$ cat src/rtl/cht_ram.sv
`default_nettype none
// ----------------------------------------------------------------------------
// cht_ram
// Single-port synchronous RAM with registered read data.
// ----------------------------------------------------------------------------
module cht_ram #(
  parameter int Width = 8,
  parameter int Depth = 16
) (
  input  wire logic                     clk,
  input  wire logic                     we,
  input  wire logic [$clog2(Depth)-1:0] addr,
  input  wire logic [Width-1:0]         wdata,
  output logic      [Width-1:0]         rdata
);

  logic [Width-1:0] mem [Depth];

  always_ff @(posedge clk) begin
    if (we) begin
      mem[addr] <= wdata;
    end
    rdata <= mem[addr];
  end

endmodule : cht_ram
`default_nettype wire

$ cat config.mk
export PLATFORM = sky130hd
export DESIGN_NAME = cht_ram
export DESIGN_NICKNAME = d
export VERILOG_FILES = /design/src/rtl/cht_ram.sv
export SDC_FILE = /design/constraint.sdc
export NUM_CORES = 1
export LEC_CHECK = 0
export ABC_AREA = 1
export CAP_MARGIN = 25
export CORE_MARGIN = 4
export CORE_UTILIZATION = 50
export CTS_CLUSTER_DIAMETER = 120
export DETAILED_ROUTE_END_ITERATION = 7
export DONT_BUFFER_PORTS = 1
export PLACE_DENSITY_LB_ADDON = 0.2
export RECOVER_POWER = 50
export SYNTH_ARGS = -nofsm -noshare
export SYNTH_HDL_FRONTEND = slang
export SYNTH_SLANG_ARGS = --single-unit
export TNS_END_PERCENT = 20
$ cat constraint.sdc
create_clock -name clk -period 2.01 [get_ports clk]
set_input_delay 0.402 -clock clk [delete_from_list [all_inputs] [get_ports clk]]
set_output_delay 0.402 -clock clk [all_outputs]
set_load 0.01 [all_outputs]
After elaboration in Yosys (flattened, before gate mapping)
Memory sizes are Yosys's and may differ from the RTL's. A register that Yosys moved wholly into a read port is not among the register bits.
Index checks and enable logic that the tools add are counted.
{"block": "word_totals", "ff_bits": 0, "ram_bits": 128, "input_bits": 14, "out_inout_bits": 8, "wordCells": 3, "n_memories": 1}
{"memory": "mem", "depth": 16, "width": 8, "read_ports": 1, "rd_clocked_by_memory_dff": 1, "write_ports": 1, "line_no": "17", "source": "logic [Width-1:0] mem [Depth];"}
{"block": "classes", "mux": 2}
{"op": "1-bit 2-to-1 mux", "n": 2}

Logic depth before layout (Yosys ltp)
{"block": "logic_depth", "ltp_word": 2, "ltp_mapped": 11, "depth_no_buf": 9}

Worst setup path after synthesis
OpenSTA, ideal clock, no wires.
{"block": "synth_path", "path_type": "input port to flip-flop", "start": "in addr[1]", "end": "mem mem[3][0] (enable)", "setup_ns": 0.370, "t_arrival_ns": 1.409, "required_ns": 1.640, "slack_ns": 0.231, "path_stages": 4, "n_path_buf": 2, "cell_sequence": "buf_2 clkbuf_1 nand3_1 nor2_1"}
{"element": "start: declaration", "line_no": "12", "source": "input wire logic [$clog2(Depth)-1:0] addr,"}
{"element": "end: declaration", "line_no": "17"}
No word-level cell before the write port.

Worst setup path in the final report
{"block": "layout_path", "start": "in addr[2]", "end": "mem mem[0][6] (enable)"}
No word-level cell before the write port.

==> metrics.txt <==
# TYPE chip_impl_metric gauge
chip_impl_info{name="outcome",value="finished clean"} 1
chip_impl_metric{name="initial_antenna_violation_count",unit=""} 1
chip_impl_info{name="synth_area_leaders",value="edfxtp_1 (69%), nand2_1 (23%), dfxtp_1 (2.9%), inv_1 (1.4%), nor2_1 (1.2%)"} 1
chip_impl_metric{name="numClockSinks",unit=""} 136
chip_impl_metric{name="power-per-cell-area",unit="mW/mm^2"} 1040
chip_impl_metric{name="route.detailed.vias_per_inst",unit=""} 5.05
chip_impl_metric{name="fp.dieArea",unit="sq mm"} 0.0129
chip_impl_metric{name="hpwlAfterDp",unit="um"} 7120
chip_impl_metric{name="synth_top_area_share",unit="%"} 68.7
chip_impl_metric{name="top_level_ports",unit=""} 22
chip_impl_info{name="worstSetupStartpointType",value="input port"} 1
chip_impl_info{name="clk_root_buffer_cell",value="clkbuf_8"} 1
chip_impl_metric{name="post-layout-total-power",unit="mW"} 6.68
chip_impl_metric{name="gr-usage-all-layers",unit="%"} 19.9
chip_impl_metric{name="cts-buffers-inserted",unit=""} 17
chip_impl_metric{name="area.sequential",unit="sq mm"} 0.00400
chip_impl_metric{name="placeableCoreArea",unit="sq mm"} 0.0109
chip_impl_metric{name="synth-warning-count",unit=""} 0
chip_impl_metric{name="wl_per_cell",unit="um"} 16.5
chip_impl_info{name="ys_top_cells_by_count",value="nand2_1 (346), edfxtp_1 (128), inv_1 (21), nor2_1 (18), buf_2 (12)"} 1
chip_impl_info{name="tritoncts_clock_tree",value="yes"} 1
chip_impl_metric{name="die_w",unit="um"} 114
chip_impl_metric{name="via_count_of_the_first_global_routing_pass",unit=""} 3437
chip_impl_metric{name="slew_headroom",unit="%"} 46.2
chip_impl_metric{name="ctsHtreeMaxLevel",unit=""} 4
chip_impl_metric{name="cts_setup_buffers",unit=""} 0
chip_impl_metric{name="design.final.nets",unit=""} 589
chip_impl_metric{name="initial_utilization",unit="%"} 51.4
chip_impl_metric{name="required",unit="ns"} 2.16
chip_impl_metric{name="gpl_wtd_cong",unit=""} 0.797
chip_impl_metric{name="static-leakage-power",unit="nW"} 2.70
chip_impl_metric{name="worst_tran_pin_value",unit="ns"} 0.805
chip_impl_metric{name="timing.clock.skew",unit="ns"} 0.00843
chip_impl_metric{name="insertion_delay",unit="ns"} 0.52
chip_impl_metric{name="num_rows",unit=""} 38
chip_impl_metric{name="max-cap-violations",unit=""} 0
chip_impl_info{name="grt_setup_unrepaired",value="false"} 1
chip_impl_metric{name="grt-ovfl-total",unit=""} 0
chip_impl_metric{name="clk_path_buf_depth",unit=""} 2
chip_impl_metric{name="drtPass1Iterations",unit=""} 5
chip_impl_metric{name="syn-instance-count",unit=""} 548
chip_impl_metric{name="routed_wl",unit="um"} 12000
chip_impl_info{name="postSynth.topFlopCell",value="edfxtp_1"} 1
chip_impl_metric{name="ctsResizeCount",unit=""} 0
chip_impl_metric{name="via_count",unit=""} 3689
chip_impl_metric{name="preCtsSetupSlack",unit="ns"} 0.504
chip_impl_metric{name="area.growth.synth_to_final",unit="%"} 15.1
chip_impl_metric{name="clkSlewWorstSetupHoldPaths",unit="ns"} 0.06
chip_impl_metric{name="synth.net_count",unit=""} 562
chip_impl_metric{name="final_max_slew_viol_count",unit=""} 0
chip_impl_metric{name="timing.final.hold_violations",unit=""} 0
chip_impl_metric{name="avgSynthCellArea",unit="sq um"} 10.2
chip_impl_metric{name="final_layout_size_suffix_gt1_share",unit="%"} 5.78
chip_impl_metric{name="fin_hold_ws",unit="ns"} 0.174
chip_impl_metric{name="grt_start_max_net_pins",unit=""} 68
chip_impl_metric{name="synth_seq_area_share",unit="%"} 71.6
chip_impl_metric{name="drt_first_iter_violations",unit=""} 333
chip_impl_info{name="hp-class",value="in -> reg"} 1
chip_impl_info{name="yosys.cell_count.top_type",value="nand2_1"} 1
chip_impl_metric{name="reg2reg_setup_slack",unit="ns"} 0.99
chip_impl_metric{name="synth-edff-count",unit=""} 128
chip_impl_metric{name="worst_ir_drop_vdd",unit="mV"} 0.831
chip_impl_metric{name="tns",unit="ns"} 0
chip_impl_metric{name="route.antenna.remaining_nets",unit=""} 0
chip_impl_metric{name="drc_errors",unit=""} 0
chip_impl_metric{name="setup_violations",unit=""} 0
chip_impl_metric{name="synth_cell_type_count",unit=""} 11
chip_impl_metric{name="die_h",unit="um"} 114
chip_impl_metric{name="nFillCells",unit=""} 888
chip_impl_metric{name="post-route-period-util",unit="%"} 69.3
chip_impl_info{name="yosysTopAreaCell",value="edfxtp_1"} 1
chip_impl_metric{name="syn_area",unit="sq mm"} 0.00559
chip_impl_metric{name="grt_first_pass_wirelength",unit="um"} 19000
chip_impl_metric{name="postLayoutSetupSlackWorst",unit="ns"} 0.617
chip_impl_info{name="crit_end_category",value="flop"} 1
chip_impl_info{name="crit_type",value="in -> reg"} 1
chip_impl_metric{name="cp_max_fo",unit=""} 9
chip_impl_metric{name="finalWorstPathRequiredPeriod",unit="ns"} 1.39
chip_impl_metric{name="cts_hold_buf",unit=""} 8
chip_impl_metric{name="max_clock_freq",unit="MHz"} 718
chip_impl_metric{name="placement.io_buffers",unit=""} 0
chip_impl_metric{name="critPathArrivalTime",unit="ns"} 1.54
chip_impl_metric{name="multi_input_area",unit="sq mm"} 0.00139
chip_impl_metric{name="postSynthRegisterBits",unit=""} 136
chip_impl_metric{name="synth-async-reset-ratio",unit="%"} 0
[report_power, final]
group | total (mW) | switching [mW] | internal [mW]
Combinational | 0.314 | 0.224 | 0.0901
Clock | 3.16 | 1.12 | 2.04
Sequential | 3.20 | 0.0317 | 3.17
[registers in the layout, summed over array words and instances (netlist names)]
name and cells:
rdata 8, mem 128
[metal layers]
| layer | part of all wire, % | GRT usage (%) | up-vias | wire [um] |
|---|---|---|---|---|
| met2 | 49 | 31.4 | 105 | 5850 |
| met1 | 43 | 26.4 | 1754 | 5120 |
| li1 | - | - | 1807 | - |
| met4 | 2.7 | 7.69 | 0 | 323 |
| met3 | 6.0 | 5.36 | 23 | 720 |
| met5 | 0 | 0 | - | 0 |
[cell families (layout without fill, tap and decap cells)]
| kind of cell | count (synthesis) | after routing | synth area share (%) |
|---|---|---|---|
| buffers and inverters | 44 | 84 | 3.62 |
| flip-flops | 136 | 136 | 71.6 |
| other | 0 | 2 | 0 |
| AND/OR/NAND/NOR | 368 | 368 | 24.8 |
[placed cells by master, fill, tap and decap left out, types with 3 or more instances in the layout]
| cell type | n |
|---|---|
| buf_4 | 4 |
| bufinv_16 | 4 |
| clkbuf_1 | 18 |
| clkbuf_16 | 16 |
| clkinv_2 | 3 |
| clkinvlp_4 | 4 |
| dfxtp_1 | 8 |
| dlygate4sd3_1 | 8 |
| edfxtp_1 | 128 |
| inv_1 | 22 |
| nand2_1 | 346 |
| nand3_1 | 4 |
| nor2_1 | 18 |
[critical path, cell delays in order]
cell and delay, ns:
nor2_1 0.08, clkbuf_1 0.30, inv_1 0.14, nor2_1 0.13, clkbuf_1 0.50
[metrics by stage]
step           cells  util (%)  cell area [sq um]
3_3_place_gp     688      53.4               5810
6_report         730      59.1               6440
2_1_floorplan    548         -               5590
5_1_grt          729      59.1               6440
3_5_place_dp     688      53.4               5810
4_1_cts          728      59.7               6500
[worst paths after layout]
path,to,cells after the start,start
setup reg to reg,rdata[0],8,mem[7][0]
hold / removal,rdata[1],6,addr[1]
hold reg to reg,rdata[1],8,mem[0][1]
setup / recovery,mem[0][6],5,addr[2]
[layout make-up]
| cell class | instances | share of cell area [%] |
|---|---|---|
| sequential | 136 | 62.2 |
| tap | 140 | 2.72 |
| clock inverter | 13 | 2.76 |
| clock buffer | 19 | 6.70 |
| antenna | 2 | 0.0777 |
| inverter | 23 | 1.34 |
| multi-input combinational | 368 | 21.5 |
| timing repair buffer | 29 | 2.70 |
(Power assumes the default switching activity.)
