File: src/rtl/cht_pkg.sv
`default_nettype none
// ----------------------------------------------------------------------------
// cht_pkg
// Shared sizes, status codes and the bucket-table entry type of the chained
// hash table.
// ----------------------------------------------------------------------------
package cht_pkg;

  localparam int Buckets   = 64;
  localparam int PoolNodes = 128;
  localparam int BktW      = $clog2(Buckets);
  localparam int NodeW     = $clog2(PoolNodes);
  localparam int LinkW     = NodeW + 1;
  localparam int CntW      = 7;
  localparam int KeyW      = 31;
  localparam int OpW       = 2;
  localparam int StW       = 3;
  localparam int BktOutW   = 6;

  localparam logic [LinkW-1:0] NilLink = LinkW'(PoolNodes);

  typedef enum logic [OpW-1:0] {
    OP_INSERT = 2'd0,
    OP_DELETE = 2'd1,
    OP_SEARCH = 2'd2,
    OP_SPARE  = 2'd3
  } op_t;

  localparam logic [StW-1:0] ST_INSERTED  = 3'd0;
  localparam logic [StW-1:0] ST_DELETED   = 3'd1;
  localparam logic [StW-1:0] ST_FOUND     = 3'd2;
  localparam logic [StW-1:0] ST_NOT_FOUND = 3'd3;
  localparam logic [StW-1:0] ST_POOL_FULL = 3'd4;

  // bucket table entry: used flag and head node
  typedef struct packed {
    logic             used;
    logic [NodeW-1:0] head;
  } bkt_t;

  // node pool entry: key and link
  typedef struct packed {
    logic [KeyW-1:0]  key;
    logic [LinkW-1:0] link;
  } node_t;

endpackage : cht_pkg
`default_nettype wire

File: src/rtl/cht_mod.sv
`default_nettype none
// ----------------------------------------------------------------------------
// cht_mod
// Restoring remainder of a 31-bit key by a bucket count, one bit per cycle.
// ----------------------------------------------------------------------------
module cht_mod (
  input  wire logic                     clk,
  input  wire logic                     rst_n,
  input  wire logic                     start,
  input  wire logic [cht_pkg::KeyW-1:0] key,
  input  wire logic [cht_pkg::CntW-1:0] divisor,
  output logic                          done,
  output logic      [cht_pkg::BktW-1:0] rem
);
  import cht_pkg::*;

  localparam int BitW = $clog2(KeyW + 1);

  logic [KeyW-1:0] shf_r, shf_nxt;
  logic [CntW:0]   rem_r, rem_nxt;
  logic [BitW-1:0] cnt_r, cnt_nxt;
  logic            busy_r, busy_nxt;
  logic            done_r, done_nxt;
  logic [CntW:0]   trial;

  always_comb begin
    shf_nxt  = shf_r;
    rem_nxt  = rem_r;
    cnt_nxt  = cnt_r;
    busy_nxt = busy_r;
    done_nxt = 1'b0;
    trial    = {rem_r[CntW-1:0], shf_r[KeyW-1]};
    if (start) begin
      shf_nxt  = key;
      rem_nxt  = '0;
      cnt_nxt  = BitW'(KeyW);
      busy_nxt = 1'b1;
    end else if (busy_r) begin
      shf_nxt = {shf_r[KeyW-2:0], 1'b0};
      rem_nxt = (trial >= {1'b0, divisor}) ? trial - {1'b0, divisor} : trial;
      cnt_nxt = cnt_r - 1'b1;
      if (cnt_r == BitW'(1)) begin
        busy_nxt = 1'b0;
        done_nxt = 1'b1;
      end
    end
  end

  always_ff @(posedge clk) begin
    if (!rst_n) begin
      busy_r <= 1'b0;
      done_r <= 1'b0;
      cnt_r  <= '0;
    end else begin
      busy_r <= busy_nxt;
      done_r <= done_nxt;
      cnt_r  <= cnt_nxt;
    end
    shf_r <= shf_nxt;
    rem_r <= rem_nxt;
  end

  assign done = done_r;
  assign rem  = rem_r[BktW-1:0];

  as_rem_lt : assert property (@(posedge clk) disable iff (!rst_n)
    done_r |-> rem_r < {1'b0, divisor})
    else $error("remainder not below divisor");
  as_no_overlap : assert property (@(posedge clk) disable iff (!rst_n)
    done_r |-> !busy_r)
    else $error("done while busy");
  as_busy_cnt : assert property (@(posedge clk) disable iff (!rst_n)
    busy_r |-> cnt_r != '0)
    else $error("busy with no bits left");

endmodule : cht_mod
`default_nettype wire

File: config.mk
export PLATFORM = sky130hd
export DESIGN_NAME = cht_mod
export DESIGN_NICKNAME = d
export VERILOG_FILES = /design/src/rtl/cht_pkg.sv /design/src/rtl/cht_mod.sv
export SDC_FILE = /design/constraint.sdc
export NUM_CORES = 1
export LEC_CHECK = 0
export ABC_AREA = 1
export BUFFER_PORTS_ARGS = -buffer_cell sky130_fd_sc_hd__buf_2
export CAP_MARGIN = 20
export CORE_MARGIN = 5
export CORE_UTILIZATION = 50
export CTS_CLUSTER_SIZE = 8
export DETAILED_ROUTE_END_ITERATION = 16
export PLACE_DENSITY = 0.74
export SLEW_MARGIN = 10
export SYNTH_ARGS = -nofsm -noshare
export SYNTH_HDL_FRONTEND = slang
export SYNTH_SLANG_ARGS = --single-unit
File: constraint.sdc
create_clock -name clk -period 3.3 [get_ports clk]
set_clock_uncertainty 0.1 [all_clocks]
set_input_delay 0.33 -clock clk [delete_from_list [all_inputs] [get_ports clk]]
set_output_delay 0.33 -clock clk [all_outputs]
set_load 0.01 [all_outputs]
== After elaboration in Yosys (flattened, before gate mapping) ==
Cells that the tools add are included.

* Add/subtract/negate cells: 2
* Multiply operators: 0
* Div/mod/pow operators: 0
* Order comparisons: 1
* Equal/unequal tests: 1
* Shifts and indexed selects: 0
* Multiplexer cells: 9
* Bitwise gates (word level): 2
* Reductions and logical operators: 2

{| class="wikitable"
|+ Operator list
! operator !! number
|-
| $mux 31 || 2
|-
| $mux 5 || 2
|-
| $ge 8x7->1 || 1
|-
| $mux 7 || 1
|-
| $sub 7x7->7 || 1
|-
| $eq 5x1->1 const B || 1
|-
| $sub 5x1->5 const B || 1
|-
| $mux 1 || 4
|-
| $reduce_or 3->1 || 1
|-
| $not 1->1 || 2
|-
| $reduce_bool 2->1 || 1
|}

* Register bits after elaboration: 45
* Bits in latches: 0
* Bits in writable memories: 0
* ROM bits: 0
* Input port bits: 41
* Output and inout port bits: 7
* Logic and storage cells: 22
* Memories: 0

== Logic depth before layout (Yosys ltp) ==
Gate-level depths: netlist of the first run.

* Word-level depth: 4
* Depth in mapped cells: 11
* Mapped depth without buffers: 11

== Worst setup path before layout of the first run ==
No wires, ideal clock.

* Path kind: reg2reg
* From: reg shf_r[30]
* To: reg rem_r[5]
* Setup time: 113 ps
* Arrival time: 1,651 ps
* Required time: 3,087 ps
* Path slack: 1,436 ps
* Cell stages (with the launch flop): 11
* Period minus slack after synthesis: 1,864 ps
* Path through: edfxtp_1 -> inv_1 -> ha_1 -> inv_1 -> fa_1 -> nand3_1 -> nand3_1 -> o21ai_2 -> nand3_1 -> nand3_1 -> nand2_1

* Longest elaborated chain between the ends: 2
* Elaborated cells between the ends (all ways): 3
* Classes of those cells: add/sub: 1; order compare: 1; mux: 1

{| class="wikitable"
|+ Ends and longest elaborated chain
! item !! line !! text
|-
| start: declaration || cht_mod.sv:19 || <nowiki>logic [KeyW-1:0] shf_r, shf_nxt;</nowiki>
|-
| start signal: assignment || cht_mod.sv:59 || <nowiki>shf_r <= shf_nxt;</nowiki>
|-
| $sub 7x7->7 or $ge 8x7->1 (tied branches) || cht_mod.sv:40 || <nowiki>rem_nxt = (trial >= {1'b0, divisor}) ? trial - {1'b0, divisor} : trial;</nowiki>
|-
| $mux 7 * || cht_mod.sv:40 ||
|-
| end signal: assignment || cht_mod.sv:60 || <nowiki>rem_r <= rem_nxt;</nowiki>
|-
| end: declaration || cht_mod.sv:20 || <nowiki>logic [CntW:0] rem_r, rem_nxt;</nowiki>
|}

Mark *: on every way between the ends. The rest lies on a longest branch, timed or not.
A chain may end at the register's enable or synchronous reset.

== Worst setup path in the final report of the first run ==
Ends and elaborated chain as after synthesis.

==> impl_metrics.tcl, run 1 <==
set metrics [dict create \
    hold_class "in -> reg" \
    tns_ps 0 \
    cts_tree "yes" \
    synth_edf_count 31 \
    period_needed_ps 2074 \
    dieHeight_um 78.94 \
    synthFlopType "edfxtp_1" \
    final_antenna_net_count 0 \
    grt.total_usage_pct 14.83 \
    finalHoldViolations 0 \
    holdBufCountCts 0 \
    antenna_found_initial 0 \
    diodes 0 \
    cts_setup_buffers 0 \
    num_io_pins 48 \
    nets 383 \
    layout_setup_ws_ps 1226 \
    max_freq_mhz 482.1 \
    ys_ff_latch 45 \
    grt_pass1_wl_mm 7.300 \
    overflow 0 \
    synth_area_per_cell_um2 8.193 \
    synth_most_common_cell "nand2_1" \
    wl_mm 4.293 \
    place_ws_ps 1224 \
    ctsRootBufferMaster "clkbuf_8" \
    vias 1872 \
    yosys.cell_types.count 26 \
    start_util_pct 50.98 \
    synthCells 290 \
    grt_pass1_vias 1727 \
    syn_nets 341 \
    ir_worst_vdd_mv 0.2277 \
    required_ps 3390 \
    die_width_um 78.94 \
    yosysSeqAreaShare_pct 50.97 \
    max-cap-violations 0 \
    place_congestion 0.8295 \
    insertion_delay_ps 290 \
    cp-start-kind "flop" \
    yosysTopAreaCell "edfxtp_1" \
    worstPathArrival_ps 2170 \
    leakage_nw 1.421 \
    cts_buffers 5 \
    die_area_um2 6231 \
    grt_setup_unrepaired "no" \
    setup_viol 0 \
    ctsResizeCount 0 \
    power_density_nw_per_um2 473.7 \
    clk_pin_slew_ps 80 \
    wire_per_inst_um 11.09 \
    layout-area-overhead-vs-synth_pct 14.64 \
    cts-htree-levels 2 \
    portBuffers 47 \
    drtPass1Iterations 4 \
    async_flop_share_pct 0 \
    worstSetupEndpointType "flop" \
    synth_area_um2 2376 \
    vias_per_cell 4.837 \
    floorplan.rows 25 \
    grt_max_degree 37 \
    outcome "completed" \
    hpwl_mm 3.167 \
    drive_gt1_share_pct 18.62 \
    relSlewSlack_pct 39.28 \
    clkSinkCount 45 \
    r2r_slack_ps 1230 \
    post-route-util_pct 58.44 \
    route.detailed.drc 0 \
    clk_path_buf_depth 2 \
    coreArea_um2 4661 \
    yosys_warnings 0 \
    finalMaxSlewViolations 0 \
    fin_crit_sh_pct 62.86 \
    crit_type "reg -> reg" \
    synth_top_area_share_pct 39.18 \
    synthTopCellsByArea "edfxtp_1 39%, nand2_1 22%, dfxtp_1 12%" \
    worst_pin_slew_ps 909.8 \
    crit_fanout 7 \
    drtIter0Drc 91 \
    synth_common_cells "138 x nand2_1, 33 x inv_1, 31 x edfxtp_1" \
]
-- final cells by class --
class / instances / area [µm²]
repair buffers: 48 / 242.7
inverters: 33 / 123.9
clock buffers: 5 / 68.82
flip-flops and latches: 45 / 1211
clock inverters: 3 / 41.29
multi-input cells: 199 / 968.4
fillers: 425 / 1937
well taps: 54 / 67.56
-- cell families after synthesis --
| family | synth area share, % |
|---|---|
| DFF | 50.97 |
| xor gates and xnor gates | 0.7374 |
| adders and majority gates | 5.582 |
| buffers and inverters | 8.267 |
| and+or+nand+nor | 31.33 |
| AOI/OAI and AO/OA | 3.107 |
-- worst paths after layout --
kind,start,to,cells past startpoint
worst max-delay path,shf_r[30],rem_r[5],10
worst min-delay path,rst_n,cnt_r[2],3
worst max register to register,shf_r[30],rem_r[5],10
worst min register to register,rem_r[6],rem_r[6],2
-- power breakdown --
part	internal, mW	switching, mW	total, mW	leakage, nW
combinational	0.0822	0.119	0.201	0.936
clock	0.223	0.178	0.401	0.0518
sequential	0.666	0.0224	0.688	0.434
-- worst max-delay path: stages, from the launching register on --
cell and delay [ps]:
edfxtp_1 370, inv_1 80, ha_1 130, inv_1 70, fa_1 430, nand3_1 90, nand3_1 140, o21ai_2 290
nand3_1 110, nand3_1 100, nand2_1 50
-- metal layers --
layer	GRT usage, %	wire length (µm)	up-vias
met5	0	0	-
met4	5.842	64	0
met3	4.535	217	7
met2	22.33	1857	38
met1	20.04	2153	822
li1	-	-	1005
-- placed cells by master, fill, tap and decap left out, drive strengths merged --
| master | netlist | layout |
|---|---|---|
| nand4 | 3 | 3 |
| dfxtp | 14 | 14 |
| bufinv | 0 | 1 |
| nand3b | 5 | 5 |
| xnor2 | 2 | 2 |
| nand3 | 21 | 21 |
| a221oi | 1 | 1 |
| nor2 | 7 | 7 |
| edfxtp | 31 | 31 |
| a31oi | 2 | 2 |
| o211ai | 1 | 1 |
| inv | 33 | 33 |
| clkinv | 0 | 1 |
| ha | 9 | 9 |
| buf | 7 | 48 |
| fa | 1 | 1 |
| a21oi | 3 | 3 |
| clkbuf | 6 | 5 |
| o21ai | 3 | 3 |
| clkinvlp | 0 | 1 |
| or2 | 2 | 2 |
| nor4 | 1 | 1 |
| nand2 | 138 | 138 |
-- state kept, by name, summed over array words and instances, names as in the netlist --
| name | cells |
|---|---|
| busy_r | 1 |
| cnt_r | 5 |
| done | 1 |
| rem_r | 7 |
| shf_r | 31 |
-- stage by stage --
stage / total power, mW / instance area [µm²] / cells / hold WS (ps)
after CTS: 1.306 / 2724 / 387 / 156.9
final: 1.290 / 2724 / 387 / 173.9
after global routing: 1.369 / 2724 / 387 / 177.9
after global placement: 0.8993 / 2614 / 379 / 363.6
after floorplan: 0.8473 / 2376 / 290 / 327.6
after detailed placement: 0.9046 / 2614 / 379 / 368.9
(Power assumes the default switching activity.)
==> inputs of run 2 (changes only) <==
==> constraint.sdc (replaced) <==
create_clock -name clk -period 2.1 [get_ports clk]
set_clock_uncertainty 0.1 [all_clocks]
set_input_delay 0.21 -clock clk [delete_from_list [all_inputs] [get_ports clk]]
set_output_delay 0.21 -clock clk [all_outputs]
set_load 0.01 [all_outputs]
==> impl_metrics.tcl, run 2 (synthesized netlist as in run 1, its figures left out) <==
set metrics [dict create \
    outcome "completed" \
    r2r_end "rem_r[5]" \
    clk_pin_slew_ps 70 \
    met2_usage_pct 25.64 \
    worstSetupEndpointType "flop" \
    place_congestion 0.8349 \
    reg2reg_depth 10 \
    final-instance-count-excl-fill 389 \
    die_area_um2 6231 \
    cts-htree-levels 2 \
    cp-start-kind "flop" \
    seq_power_share_pct 56.6 \
    holdBufCountCts 0 \
    overflow 0 \
    p_int_mw 1.412 \
    drtIter0Drc 117 \
    grt_max_degree 32 \
    vias 1897 \
    holdPathStages 3 \
    nets 385 \
    floorplan.rows 25 \
    tns_ps 0 \
    cts_buffers 5 \
    portBuffers 47 \
    finalHoldViolations 0 \
    clkPwrFrac_pct 26.2 \
    diodes 0 \
    max-cap-violations 0 \
    relSlewSlack_pct 74.03 \
    min-delay-start "rst_n" \
    grt_setup_unrepaired "no" \
    met1_usage_pct 19.00 \
    dieHeight_um 78.94 \
    route.detailed.drc 0 \
    use_met3_pct 5.442 \
    worstHoldEndpoint "cnt_r[2]" \
    hpwl_mm 3.379 \
    ctsRootBufferMaster "clkbuf_8" \
    r2r_slack_ps 150 \
    drive_gt1_share_pct 19.10 \
    cts_tree "yes" \
    start_util_pct 50.98 \
    crit_type "reg -> reg" \
    hold_class "in -> reg" \
    vias_per_cell 4.877 \
    setup_viol 0 \
    p_sw_mw 0.4982 \
    worstPathArrival_ps 2040 \
    clkSinkCount 45 \
    wl_mm 4.532 \
    crit_fanout 7 \
    power_density_nw_per_um2 701.1 \
    top_register "shf_r" \
    comb_power_share_pct 17.2 \
    drtPass1Iterations 4 \
    final_antenna_net_count 0 \
    insertion_delay_ps 290 \
    grt_busiest_layer "met2" \
    antenna_found_initial 0 \
    grt_pass1_wl_mm 7.548 \
    num_io_pins 48 \
    worst_pin_slew_ps 389.1 \
    layout-area-overhead-vs-synth_pct 14.64 \
    timing.rr.start "shf_r[30]" \
    clk_path_buf_depth 2 \
    wire_per_inst_um 11.65 \
    placed_cells 381 \
    reg.largest.list "shf_r x31, rem_r x7, cnt_r x5" \
    coreArea_um2 4661 \
    final_common_cell "nand2_1" \
    largest_reg_flops 31 \
    fin_crit_sh_pct 93.05 \
    ir_worst_vdd_mv 0.3824 \
    max_freq_mhz 511.7 \
    grt_pass1_vias 1818 \
    leakage_nw 1.425 \
    layout_common_cells "138 x nand2_1, 47 x buf_2, 33 x inv_1, 31 x edfxtp_1, 19 x nand3_1" \
    switching_share_pct 26.09 \
    die_width_um 78.94 \
    required_ps 2190 \
    finalMaxSlewViolations 0 \
    grt.total_usage_pct 15.38 \
    period_needed_ps 1954 \
]
## run 2: power groups by stage
stage	Clock, mW	Combinational (mW)	Sequential (mW)
final	0.499	0.329	1.08
after global routing	0.561	0.377	1.09
after CTS	0.514	0.327	1.08
after detailed placement	0	0.326	1.10
after global placement	0	0.318	1.10
after floorplan	0	0.241	1.09
## run 2: through the flow
step | util (%) | hold WS [ps] | worst slack, ps | power (mW) | area [µm²]
floorplan | - | 207.6 | 236.1 | 1.332 | 2376
finish | 58.44 | 62.17 | 145.9 | 1.910 | 2724
global route | 58.44 | 69.02 | 30.56 | 2.029 | 2724
CTS | 58.12 | 52.33 | 17.17 | 1.923 | 2709
detailed placement | 56.40 | 357.2 | 24.16 | 1.428 | 2629
global placement | 56.40 | 352.4 | 113.0 | 1.416 | 2629
## run 2: worst max-delay path: stages (launching register included)
cell and delay, ps:
edfxtp_1 370, inv_1 80, ha_1 130, inv_1 70, fa_2 370, nand3_1 100, nand3_2 120, o21ai_4 260
nand3_1 110, nand3_1 100, nand2_1 50
## run 2: area by class of cell
cell class / instances / area (µm²)
Tap cell: 54 / 67.56
Inverter: 33 / 123.9
Timing Repair Buffer: 50 / 257.7
Clock buffer: 7 / 76.32
Sequential cell: 45 / 1211
Multi-Input combinational cell: 199 / 983.4
Fill cell: 438 / 1937
Clock inverter: 1 / 3.754
## run 2: worst max-delay path by stage
stage               slack [ps]  cells past startpoint  startpoint       end
floorplan                  240                     10   shf_r[30]  rem_r[5]
global placement           110                     10   shf_r[30]  rem_r[5]
detailed placement          20                     10   shf_r[30]  rem_r[5]
CTS                         20                     10   shf_r[30]  rem_r[5]
global route                30                     10   shf_r[30]  rem_r[5]
finish                     150                     10   shf_r[30]  rem_r[5]
## run 2: layer usage
layer | routed length, µm | vias up | share of wire, %
met4 | 24 | 0 | 0.53
met2 | 2112 | 42 | 47
met5 | 0 | - | 0
met1 | 2127 | 850 | 47
li1 | - | 1003 | -
met3 | 267 | 2 | 5.9
## run 2: timing repair
item	4_1_cts	5_1_grt
gates resized for setup	0	3
setup endpoints to repair	0	7
buffers inserted	0	0
